[src/rtl/gjr_pkg.sv]
`timescale 1ns / 1ps
// ----------------------------------------------------------------------------
// GJR-GARCH generator package
// Shared types and constants of the intraday return generator.
// ----------------------------------------------------------------------------
package gjr_pkg;

    localparam int MaxSlots = 4096;

    typedef enum logic [2:0] {
        CFG_ARCH    = 3'd0,
        CFG_PERSIST = 3'd1,
        CFG_ASYM    = 3'd2,
        CFG_H0      = 3'd3,
        CFG_SLOTS   = 3'd4
    } t_cfg_idx;

    // Request and status between the sequencer and the serial arithmetic unit.
    typedef enum logic [2:0] {
        OP_MUL  = 3'd1,
        OP_DIV  = 3'd2,
        OP_SQRT = 3'd4
    } t_op;

    typedef struct packed {
        logic        start;
        t_op         op;
        logic [63:0] a;
        logic [31:0] b;
    } t_su_req;

    typedef struct packed {
        logic        done;
        logic [63:0] res;
    } t_su_rsp;

endpackage

[src/rtl/gjr_garch_intraday_return_generator.sv]
`timescale 1ns / 1ps
// ----------------------------------------------------------------------------
// GJR-GARCH intraday return generator
// Turns each innovation beat into an intraday return and reports daily
// return, variance and realized variance at the end of each day.
// ----------------------------------------------------------------------------
// One beat is processed at a time by a sequencer around a single bit-serial
// arithmetic unit that delivers one result bit per cycle. An ordinary slot
// runs a 32-step multiply for the return and one for its square. The first
// slot of a day adds a 64-step divide and a 32-step square root, and the last
// slot adds three multiplies for the variance update. The result register lets
// the next beat be accepted while the previous result waits.
module gjr_garch_intraday_return_generator
    import gjr_pkg::*;
(
    input  logic        i_clk,
    input  logic        i_rst_n,
    input  logic        i_cfg_we,
    input  logic [2:0]  i_cfg_idx,
    input  logic [31:0] i_cfg_data,
    input  logic        i_valid,
    output logic        o_ready,
    input  logic [15:0] i_innovation,
    output logic        o_valid,
    input  logic        i_ready,
    output logic [31:0] o_intraday_return,
    output logic        o_day_end,
    output logic [31:0] o_daily_return,
    output logic [31:0] o_daily_variance,
    output logic [31:0] o_realized_variance
);

    typedef enum logic [10:0] {
        S_IDLE  = 11'b00000000001,
        S_DIV   = 11'b00000000010,
        S_SQRT  = 11'b00000000100,
        S_RMUL  = 11'b00000001000,
        S_SQMUL = 11'b00000010000,
        S_ACC   = 11'b00000100000,
        S_R2    = 11'b00001000000,
        S_CMUL  = 11'b00010000000,
        S_BMUL  = 11'b00100000000,
        S_HMUL  = 11'b01000000000,
        S_OUT   = 11'b10000000000
    } t_state;

    t_state r_state, n_state;

    logic [15:0] r_arch, r_persist, r_asym;
    logic [31:0] r_h0;
    logic [12:0] r_slots;

    logic [31:0] r_hvar, r_scale, r_rsum, r_sqsum;
    logic [11:0] r_slot;
    logic        r_first;

    logic [15:0] r_z;
    logic [31:0] r_ret;
    logic        r_last;
    logic signed [40:0] r_hacc;

    logic        r_ovalid;
    logic [31:0] r_o_ret, r_o_dret, r_o_dvar, r_o_rv;
    logic        r_o_end;

    t_su_req su_req;
    t_su_rsp su_rsp;

    logic [12:0] eff_n;
    logic [15:0] zmag;
    logic [31:0] rmag, smag;
    logic        can_out;

    gjr_serial_unit u_su (
        .i_clk  (i_clk),
        .i_rst_n(i_rst_n),
        .i_req  (su_req),
        .o_rsp  (su_rsp)
    );

    always_comb begin
        if (r_slots == 13'd0) begin
            eff_n = 13'd1;
        end else if (r_slots > 13'(MaxSlots)) begin
            eff_n = 13'(MaxSlots);
        end else begin
            eff_n = r_slots;
        end
    end

    assign zmag    = r_z[15] ? 16'(-r_z) : r_z;
    assign rmag    = r_ret[31] ? 32'(-r_ret) : r_ret;
    assign smag    = r_rsum[31] ? 32'(-r_rsum) : r_rsum;
    assign can_out = !r_ovalid || i_ready;
    assign o_ready = (r_state == S_IDLE);

    always_comb begin
        su_req.start = 1'b0;
        su_req.op    = OP_MUL;
        su_req.a     = '0;
        su_req.b     = '0;
        n_state      = r_state;
        case (r_state)
            S_IDLE: begin
                if (i_valid) begin
                    if (r_slot == 12'd0) begin
                        su_req.start = 1'b1;
                        su_req.op    = OP_DIV;
                        su_req.a     = {8'd0, (r_first ? r_h0 : r_hvar), 24'd0};
                        su_req.b     = {19'd0, eff_n};
                        n_state      = S_DIV;
                    end else begin
                        su_req.start = 1'b1;
                        su_req.a     = {48'd0, (i_innovation[15] ? 16'(-i_innovation)
                                                              : i_innovation)};
                        su_req.b     = r_scale;
                        n_state      = S_RMUL;
                    end
                end
            end
            S_DIV: begin
                if (su_rsp.done) begin
                    su_req.start = 1'b1;
                    su_req.op    = OP_SQRT;
                    su_req.a     = su_rsp.res;
                    n_state      = S_SQRT;
                end
            end
            S_SQRT: begin
                if (su_rsp.done) begin
                    su_req.start = 1'b1;
                    su_req.a     = {48'd0, zmag};
                    su_req.b     = su_rsp.res[31:0];
                    n_state      = S_RMUL;
                end
            end
            S_RMUL: begin
                if (su_rsp.done) begin
                    n_state = S_SQMUL;
                end
            end
            S_SQMUL: begin
                su_req.start = 1'b1;
                su_req.a     = {32'd0, rmag};
                su_req.b     = rmag;
                n_state      = S_ACC;
            end
            S_ACC: begin
                if (su_rsp.done) begin
                    n_state = r_last ? S_R2 : S_OUT;
                end
            end
            S_R2: begin
                su_req.start = 1'b1;
                su_req.a     = {32'd0, smag};
                su_req.b     = smag;
                n_state      = S_CMUL;
            end
            S_CMUL: begin
                if (su_rsp.done) begin
                    su_req.start = 1'b1;
                    su_req.a     = {24'd0, su_rsp.res[63:24]};
                    su_req.b     = {15'd0, ({1'b0, r_arch}
                                   + (r_rsum[31] ? {1'b0, r_asym} : 17'd0))};
                    n_state      = S_BMUL;
                end
            end
            S_BMUL: begin
                if (su_rsp.done) begin
                    su_req.start = 1'b1;
                    su_req.a     = {32'd0, r_hvar};
                    su_req.b     = {16'd0, r_persist};
                    n_state      = S_HMUL;
                end
            end
            S_HMUL: begin
                if (su_rsp.done) begin
                    n_state = S_OUT;
                end
            end
            S_OUT: begin
                if (can_out) begin
                    n_state = S_IDLE;
                end
            end
            default: n_state = S_IDLE;
        endcase
    end

    logic [47:0] prod_shift;
    logic signed [33:0] ret_wide;
    logic signed [32:0] rsum_wide;
    logic [32:0] sq_wide;
    logic signed [41:0] h_fin;

    assign prod_shift = su_rsp.res[59:12];
    assign ret_wide   = (prod_shift[47:33] != 15'd0) ? 34'sh0_FFFF_FFFF
                        : $signed({1'b0, prod_shift[32:0]});
    assign rsum_wide  = $signed({r_rsum[31], r_rsum}) + $signed({r_ret[31], r_ret});
    assign sq_wide    = {1'b0, r_sqsum} + {1'b0, su_rsp.res[55:24]};
    assign h_fin      = $signed({r_hacc[40], r_hacc}) + $signed({2'b00, su_rsp.res[55:16]});

    always_ff @(posedge i_clk) begin
        if (!i_rst_n) begin
            r_state   <= S_IDLE;
            r_arch    <= '0;
            r_persist <= '0;
            r_asym    <= '0;
            r_h0      <= 32'h0100_0000;
            r_slots   <= 13'd1;
            r_hvar    <= '0;
            r_scale   <= '0;
            r_rsum    <= '0;
            r_sqsum   <= '0;
            r_slot    <= '0;
            r_first   <= 1'b1;
            r_ovalid  <= 1'b0;
        end else begin
            r_state <= n_state;
            if (i_cfg_we) begin
                case (i_cfg_idx)
                    CFG_ARCH:    r_arch    <= i_cfg_data[15:0];
                    CFG_PERSIST: r_persist <= i_cfg_data[15:0];
                    CFG_ASYM:    r_asym    <= i_cfg_data[15:0];
                    CFG_H0:      r_h0      <= i_cfg_data;
                    CFG_SLOTS:   r_slots   <= i_cfg_data[12:0];
                    default:     ;
                endcase
            end
            if (r_state == S_OUT && n_state == S_IDLE) begin
                r_ovalid <= 1'b1;
            end else if (r_ovalid && i_ready) begin
                r_ovalid <= 1'b0;
            end
            case (r_state)
                S_IDLE: begin
                    if (i_valid) begin
                        r_z    <= i_innovation;
                        r_last <= ({1'b0, r_slot} + 13'd1) >= eff_n;
                        if (r_slot == 12'd0 && r_first) begin
                            r_hvar  <= r_h0;
                            r_first <= 1'b0;
                        end
                    end
                end
                S_SQRT: begin
                    if (su_rsp.done) begin
                        r_scale <= su_rsp.res[31:0];
                    end
                end
                S_RMUL: begin
                    if (su_rsp.done) begin
                        if (ret_wide[32]) begin
                            r_ret <= r_z[15] ? 32'h8000_0000 : 32'h7FFF_FFFF;
                        end else begin
                            r_ret <= r_z[15] ? 32'(-ret_wide[31:0]) : ret_wide[31:0];
                        end
                    end
                end
                S_SQMUL: begin
                    if (rsum_wide > 33'sd2147483647) begin
                        r_rsum <= 32'h7FFF_FFFF;
                    end else if (rsum_wide < -33'sd2147483648) begin
                        r_rsum <= 32'h8000_0000;
                    end else begin
                        r_rsum <= rsum_wide[31:0];
                    end
                end
                S_ACC: begin
                    if (su_rsp.done) begin
                        r_sqsum <= (sq_wide[32] || su_rsp.res[63:56] != 8'd0)
                                   ? 32'hFFFF_FFFF : sq_wide[31:0];
                        r_hacc  <= 41'sd16777216 - $signed({17'd0, r_arch, 8'd0})
                                   - $signed({17'd0, r_persist, 8'd0})
                                   - $signed({18'd0, r_asym, 7'd0});
                    end
                end
                S_BMUL: begin
                    if (su_rsp.done) begin
                        r_hacc <= 41'(h_fin);
                    end
                end
                S_OUT: begin
                    if (n_state == S_IDLE) begin
                        r_o_ret  <= r_ret;
                        r_o_end  <= r_last;
                        r_o_dret <= r_last ? r_rsum : 32'd0;
                        r_o_dvar <= r_last ? r_hvar : 32'd0;
                        r_o_rv   <= r_last ? r_sqsum : 32'd0;
                        if (r_last) begin
                            r_rsum  <= '0;
                            r_sqsum <= '0;
                            r_slot  <= '0;
                            if (h_fin < 0) begin
                                r_hvar <= '0;
                            end else if (h_fin > 42'sh0_FFFF_FFFF) begin
                                r_hvar <= 32'hFFFF_FFFF;
                            end else begin
                                r_hvar <= h_fin[31:0];
                            end
                        end else begin
                            r_slot <= r_slot + 12'd1;
                        end
                    end
                end
                default: ;
            endcase
        end
    end

    assign o_valid             = r_ovalid;
    assign o_intraday_return   = r_o_ret;
    assign o_day_end           = r_o_end;
    assign o_daily_return      = r_o_dret;
    assign o_daily_variance    = r_o_dvar;
    assign o_realized_variance = r_o_rv;

endmodule

[src/rtl/gjr_serial_unit.sv]
`timescale 1ns / 1ps
// ----------------------------------------------------------------------------
// GJR-GARCH serial arithmetic unit
// Bit-serial unsigned multiply (64x32), divide (64/32) and integer square
// root (64-bit), one result bit per cycle.
// ----------------------------------------------------------------------------
module gjr_serial_unit
    import gjr_pkg::*;
(
    input  logic    i_clk,
    input  logic    i_rst_n,
    input  t_su_req i_req,
    output t_su_rsp o_rsp
);

    logic        r_busy, n_busy;
    t_op         r_op, n_op;
    logic [6:0]  r_cnt, n_cnt;
    logic [63:0] r_acc, n_acc;
    logic [63:0] r_sh, n_sh;
    logic [65:0] r_rem, n_rem;
    logic [63:0] r_b, n_b;
    logic        r_done, n_done;
    logic [65:0] trial;
    logic [65:0] rem_sh;

    always_comb begin
        n_busy = r_busy;
        n_op   = r_op;
        n_cnt  = r_cnt;
        n_acc  = r_acc;
        n_sh   = r_sh;
        n_rem  = r_rem;
        n_b    = r_b;
        n_done = 1'b0;
        rem_sh = '0;
        trial  = '0;
        if (i_req.start) begin
            n_busy = 1'b1;
            n_op   = i_req.op;
            n_acc  = '0;
            n_rem  = '0;
            n_sh   = i_req.a;
            n_b    = {32'd0, i_req.b};
            n_cnt  = (i_req.op == OP_SQRT) ? 7'd32 : (i_req.op == OP_MUL) ? 7'd32 : 7'd64;
        end else if (r_busy) begin
            case (r_op)
                OP_MUL: begin
                    if (r_b[0]) begin
                        n_acc = r_acc + r_sh;
                    end
                    n_sh = {r_sh[62:0], 1'b0};
                    n_b  = {1'b0, r_b[63:1]};
                end
                OP_DIV: begin
                    rem_sh = {r_rem[64:0], r_sh[63]};
                    n_sh   = {r_sh[62:0], 1'b0};
                    if (rem_sh >= {2'd0, r_b}) begin
                        n_rem = rem_sh - {2'd0, r_b};
                        n_acc = {r_acc[62:0], 1'b1};
                    end else begin
                        n_rem = rem_sh;
                        n_acc = {r_acc[62:0], 1'b0};
                    end
                end
                OP_SQRT: begin
                    rem_sh = {r_rem[63:0], r_sh[63:62]};
                    n_sh   = {r_sh[61:0], 2'b00};
                    trial  = {r_acc[63:0], 2'b01};
                    if (rem_sh >= trial) begin
                        n_rem = rem_sh - trial;
                        n_acc = {r_acc[62:0], 1'b1};
                    end else begin
                        n_rem = rem_sh;
                        n_acc = {r_acc[62:0], 1'b0};
                    end
                end
                default: n_busy = 1'b0;
            endcase
            n_cnt = r_cnt - 7'd1;
            if (r_cnt == 7'd1) begin
                n_busy = 1'b0;
                n_done = 1'b1;
            end
        end
    end

    always_ff @(posedge i_clk) begin
        if (!i_rst_n) begin
            r_busy <= 1'b0;
            r_done <= 1'b0;
            r_op   <= OP_MUL;
            r_cnt  <= '0;
        end else begin
            r_busy <= n_busy;
            r_done <= n_done;
            r_op   <= n_op;
            r_cnt  <= n_cnt;
        end
        r_acc <= n_acc;
        r_sh  <= n_sh;
        r_rem <= n_rem;
        r_b   <= n_b;
    end

    assign o_rsp.done = r_done;
    assign o_rsp.res  = r_acc;

endmodule

[config.mk]
export PLATFORM = sky130hd
export DESIGN_NAME = gjr_garch_intraday_return_generator
export DESIGN_NICKNAME = d
export VERILOG_FILES = /design/src/rtl/gjr_pkg.sv /design/src/rtl/gjr_garch_intraday_return_generator.sv /design/src/rtl/gjr_serial_unit.sv
export SDC_FILE = /design/constraint.sdc
export NUM_CORES = 2
export LEC_CHECK = 0
export BUFFER_PORTS_ARGS = -buffer_cell sky130_fd_sc_hd__buf_2
export CAP_MARGIN = 20
export CELL_PAD_IN_SITES_DETAIL_PLACEMENT = 0
export CELL_PAD_IN_SITES_GLOBAL_PLACEMENT = 1
export CORE_MARGIN = 10
export CORE_UTILIZATION = 52
export CTS_CLUSTER_DIAMETER = 30
export DETAILED_ROUTE_END_ITERATION = 10
export GPL_TIMING_DRIVEN = 0
export PLACE_DENSITY_LB_ADDON = 0.1
export SKIP_LAST_GASP = 1
export SLEW_MARGIN = 5
export SYNTH_ARGS = -nofsm -noshare
export SYNTH_HDL_FRONTEND = slang
export SYNTH_HIERARCHICAL = 1
export SYNTH_SLANG_ARGS = --single-unit
[constraint.sdc]
create_clock -name i_clk -period 25.2 [get_ports i_clk]
set_input_delay 1.26 -clock i_clk [delete_from_list [all_inputs] [get_ports i_clk]]
set_output_delay 1.26 -clock i_clk [all_outputs]
set_load 0.01 [all_outputs]
==> results.yml <==
run_status:
  run_status: "finished clean"
synthesis:
  mappedNetlistArea_um2: 52600
  synth_enable_flop_cells: 315
  synth.largest_area_cell: "sky130_fd_sc_hd__edfxtp_1"
  ys_dominant_reg_cell: "sky130_fd_sc_hd__dfxtp_1"
  synth-seq-cells: 702
  post_synth_main_area_contributors: "sky130_fd_sc_hd__edfxtp_1, sky130_fd_sc_hd__dfxtp_1, sky130_fd_sc_hd__ha_1, sky130_fd_sc_hd__nand2_1, sky130_fd_sc_hd__a21oi_1"
  yosys_warnings: 6
  yosysUniqueCellTypes: 110
  synth_sequential_area_ratio_pct: 32.7
  postSynthAreaPerCell_um2: 8.17
  postSynth.asyncResetShare_pct: 0
  synth_cells: 6443
  synthesis.nets: 6845
  synth_top_area_share_pct: 18.0
drt:
  first_pass_iters: 9
  drcViolationCount: 0
  drt-initial-drc-count: 7953
  routed_wire_length_per_instance_um: 28.3
  detail-route-antenna-nets: 0
  vias: 54800
  viasPerCell: 6.56
  totalWireLength_mm: 236
placed_design:
  place_ws_ns: 18.86
  place_congestion: 1.08
  numPortBuffers: 186
  detailedPlacementHpwl_mm: 183
clock_tree:
  hold_buffers: 0
  worst_setup_hold_path_clk_slew_ns: 0.05
  cts_inserted_buffers: 183
  tritoncts: "done"
  worst_skew_pair.late_latency_ns: 0.79
  clock_sinks: 702
  cts.repair_timing.setup_buffer_count: 0
  post_cts_resized: 0
  ctsLongestPathBuffers: 3
  h_tree_depth: 4
  cts_root_buffer: "sky130_fd_sc_hd__clkbuf_16"
setup_path:
  worst_setup_path_end_kind: "flop"
  critPathRequiredTime_ns: 25.81
  worstSetupStartpointType: "flop"
  worst_ep_arrival_time_ns: 7.39
  rr_startpoint: "r_state[10]"
  worstPathMaxFanout: 10
  worstSetupPathType: "reg2reg"
  startpoint: "r_state[10]"
sta:
  timing.final.crit_share_pct: 26.9
  hold_violations: 0
  skew_ns: 0.0352
  least_margin_pin_slew_ns: 1.38
  grt_setup_unrepaired: "no"
  timing.final.max_slew_violations: 0
  final_period_minus_worst_setup_slack_ns: 6.78
  worst_slack_ns: 18.42
  timing.setup.tns_ns: 0
  max-slew-margin-rel_pct: 7.65
  clock.fmax_mhz: 147
  timing.final.setup_violations: 0
layout:
  post_route_cells_drive_above_1_share_pct: 8.95
  fillers: 9059
  synthToLayoutAreaGrowth_pct: 17.7
  finish.net_count: 7241
  layout.core_utilization_pct: 61.8
  layout.cells.most_common: "sky130_fd_sc_hd__nand2_1"
  most_used_cells_in_the_layout_excluding_fill_and_tap_cells: "sky130_fd_sc_hd__nand2_1, sky130_fd_sc_hd__a21oi_1, sky130_fd_sc_hd__o21ai_0"
min_path:
  worstHoldStart: "r_scale[0]"
  min_delay_worst_type: "reg2reg"
power:
  peakVddDrop_v: 0.0000836
  static-leakage-power_nw: 25.0
  power_density_of_the_placed_cells_nw_per_um2: 85.6
grt:
  grt_antenna_before_repair: 17
  track_usage_pct: 39.2
  vias_in_the_first_global_route: 50900
  grt_start_max_net_pins: 39
  grt_overflow_total: 0
  first_pass_grt_wire_length_mm: 340
run:
  maximum_capacitance_violations: 0
floorplanning:
  die_w_um: 338
  fp.dieArea_um2: 114000
  fp-row-count: 116
  initial_utilization_pct: 52.5
  design.portCount: 187
  floorplan.core_area_um2: 100000
  die-height_um: 338
per-layer routing:
layer	global-route usage, %	up-vias	wire length, um
li1	-	24500	-
met1	49.2	26000	90300
met2	58.6	3507	100000
met3	11.6	810	28800
met4	24.6	18	16800
met5	0	-	140
worst paths after layout:
check,to,slack (ns),cells past startpoint
worst max-delay path,u_su/r_rem[2],18.42,13
worst min-delay path,r_scale[0],0.45,2
worst max register to register,u_su/r_rem[2],18.42,13
worst min register to register,r_scale[0],0.45,2
report_power, final:
group / total (mW) / switching (mW) / internal, mW / leakage, nW
logic: 1.42 / 0.952 / 0.471 / 15.9
clock network: 2.38 / 0.774 / 1.61 / 3.04
registers: 1.50 / 0.213 / 1.29 / 6.04
total: 5.30 / 1.94 / 3.37 / 25.0
through the flow:
stage	instance area, um2	std cells	hold WS, ns	total power [mW]
final	62000	8355	0.455	5.30
after global routing	61900	8351	0.469	5.46
after CTS	61900	8345	0.452	5.23
after detailed placement	55600	8006	0.446	2.85
after global placement	55300	7986	0.441	2.84
after floorplan	52600	6443	0.434	2.32
logic make-up after synthesis:
family	after synthesis	synth area share (%)
flops	702	32.7
xor+xnor	396	6.59
simple gates	2154	19.7
buf+inv	633	4.74
compound gates	2098	25.6
mux	114	2.17
fa+ha+maj	346	8.52
final cells by class:
type,instances,area (um2),share of cell area (%)
Antenna cell,5,12.5,0.0202
Buffer,405,1640,2.65
Clock buffer,232,5020,8.10
Clock inverter,107,1310,2.11
Inverter,228,856,1.38
Multi-Input combinational cell,5108,33000,53.2
Sequential cell,702,17200,27.8
Tap cell,1357,1700,2.74
Timing Repair Buffer,211,1240,2.01
Yosys cell counts (17+ instances only):
master                      number
sky130_fd_sc_hd__and2_1        152
sky130_fd_sc_hd__dfxtp_1       387
sky130_fd_sc_hd__and3_1         60
sky130_fd_sc_hd__or3_1          60
sky130_fd_sc_hd__a211oi_1      120
sky130_fd_sc_hd__nand2b_1       61
sky130_fd_sc_hd__mux2i_1       113
sky130_fd_sc_hd__a21oi_1       600
sky130_fd_sc_hd__a221o_1        24
sky130_fd_sc_hd__a21boi_0       25
sky130_fd_sc_hd__nor2b_1        58
sky130_fd_sc_hd__a221oi_1       42
sky130_fd_sc_hd__o21ai_0       504
sky130_fd_sc_hd__nand3b_1       17
sky130_fd_sc_hd__edfxtp_1      315
sky130_fd_sc_hd__buf_2          18
sky130_fd_sc_hd__xor2_1        206
sky130_fd_sc_hd__o31ai_1        54
sky130_fd_sc_hd__o21a_1         50
sky130_fd_sc_hd__a222oi_1       23
sky130_fd_sc_hd__a41oi_1        27
sky130_fd_sc_hd__clkbuf_1      360
sky130_fd_sc_hd__o211ai_1       64
sky130_fd_sc_hd__inv_1         227
sky130_fd_sc_hd__o22ai_1        44
sky130_fd_sc_hd__xnor2_1       190
sky130_fd_sc_hd__a2111oi_0      18
sky130_fd_sc_hd__nor3_1        114
sky130_fd_sc_hd__nand4_1        82
sky130_fd_sc_hd__or4_1          24
sky130_fd_sc_hd__a21o_1        180
sky130_fd_sc_hd__or2_2          18
sky130_fd_sc_hd__o41ai_1        20
sky130_fd_sc_hd__a211o_1        19
sky130_fd_sc_hd__a22oi_1        29
sky130_fd_sc_hd__ha_1          325
sky130_fd_sc_hd__o21bai_1       47
sky130_fd_sc_hd__o2bb2ai_1      30
sky130_fd_sc_hd__nand3_1       100
sky130_fd_sc_hd__nand2_1       863
sky130_fd_sc_hd__nor2_1        412
sky130_fd_sc_hd__nor4_1         43
sky130_fd_sc_hd__a31oi_1        48
sky130_fd_sc_hd__fa_1           21
registers in the layout (all words and copies together), names as in the netlist, 32 cells and up:
signal,cells
r_sqsum,32
u_su/r_sh,64
o_realized_variance,32
r_rsum,32
r_hacc,41
u_su/r_rem,65
o_daily_variance,32
o_daily_return,32
u_su/r_acc,64
o_intraday_return,32
r_ret,32
r_h0,32
u_su/r_b,32
r_scale,32
r_hvar,32
worst max-delay path, cell delays in order (launching register included):
cell and delay, ns:
sky130_fd_sc_hd__dfxtp_1 0.43, sky130_fd_sc_hd__or4_1 0.58, sky130_fd_sc_hd__nor4_1 0.60, sky130_fd_sc_hd__and4b_1 0.46, sky130_fd_sc_hd__clkbuf_1 0.77, sky130_fd_sc_hd__nor3_1 0.14, sky130_fd_sc_hd__o2111ai_1 0.23, sky130_fd_sc_hd__clkbuf_1 0.57
sky130_fd_sc_hd__buf_8 0.25, sky130_fd_sc_hd__clkbuf_1 0.53, sky130_fd_sc_hd__buf_1 0.52, sky130_fd_sc_hd__clkbuf_1 0.70, sky130_fd_sc_hd__clkbuf_1 0.67, sky130_fd_sc_hd__nor2_1 0.13
Note: power is estimated with default switching activity, not from simulation.
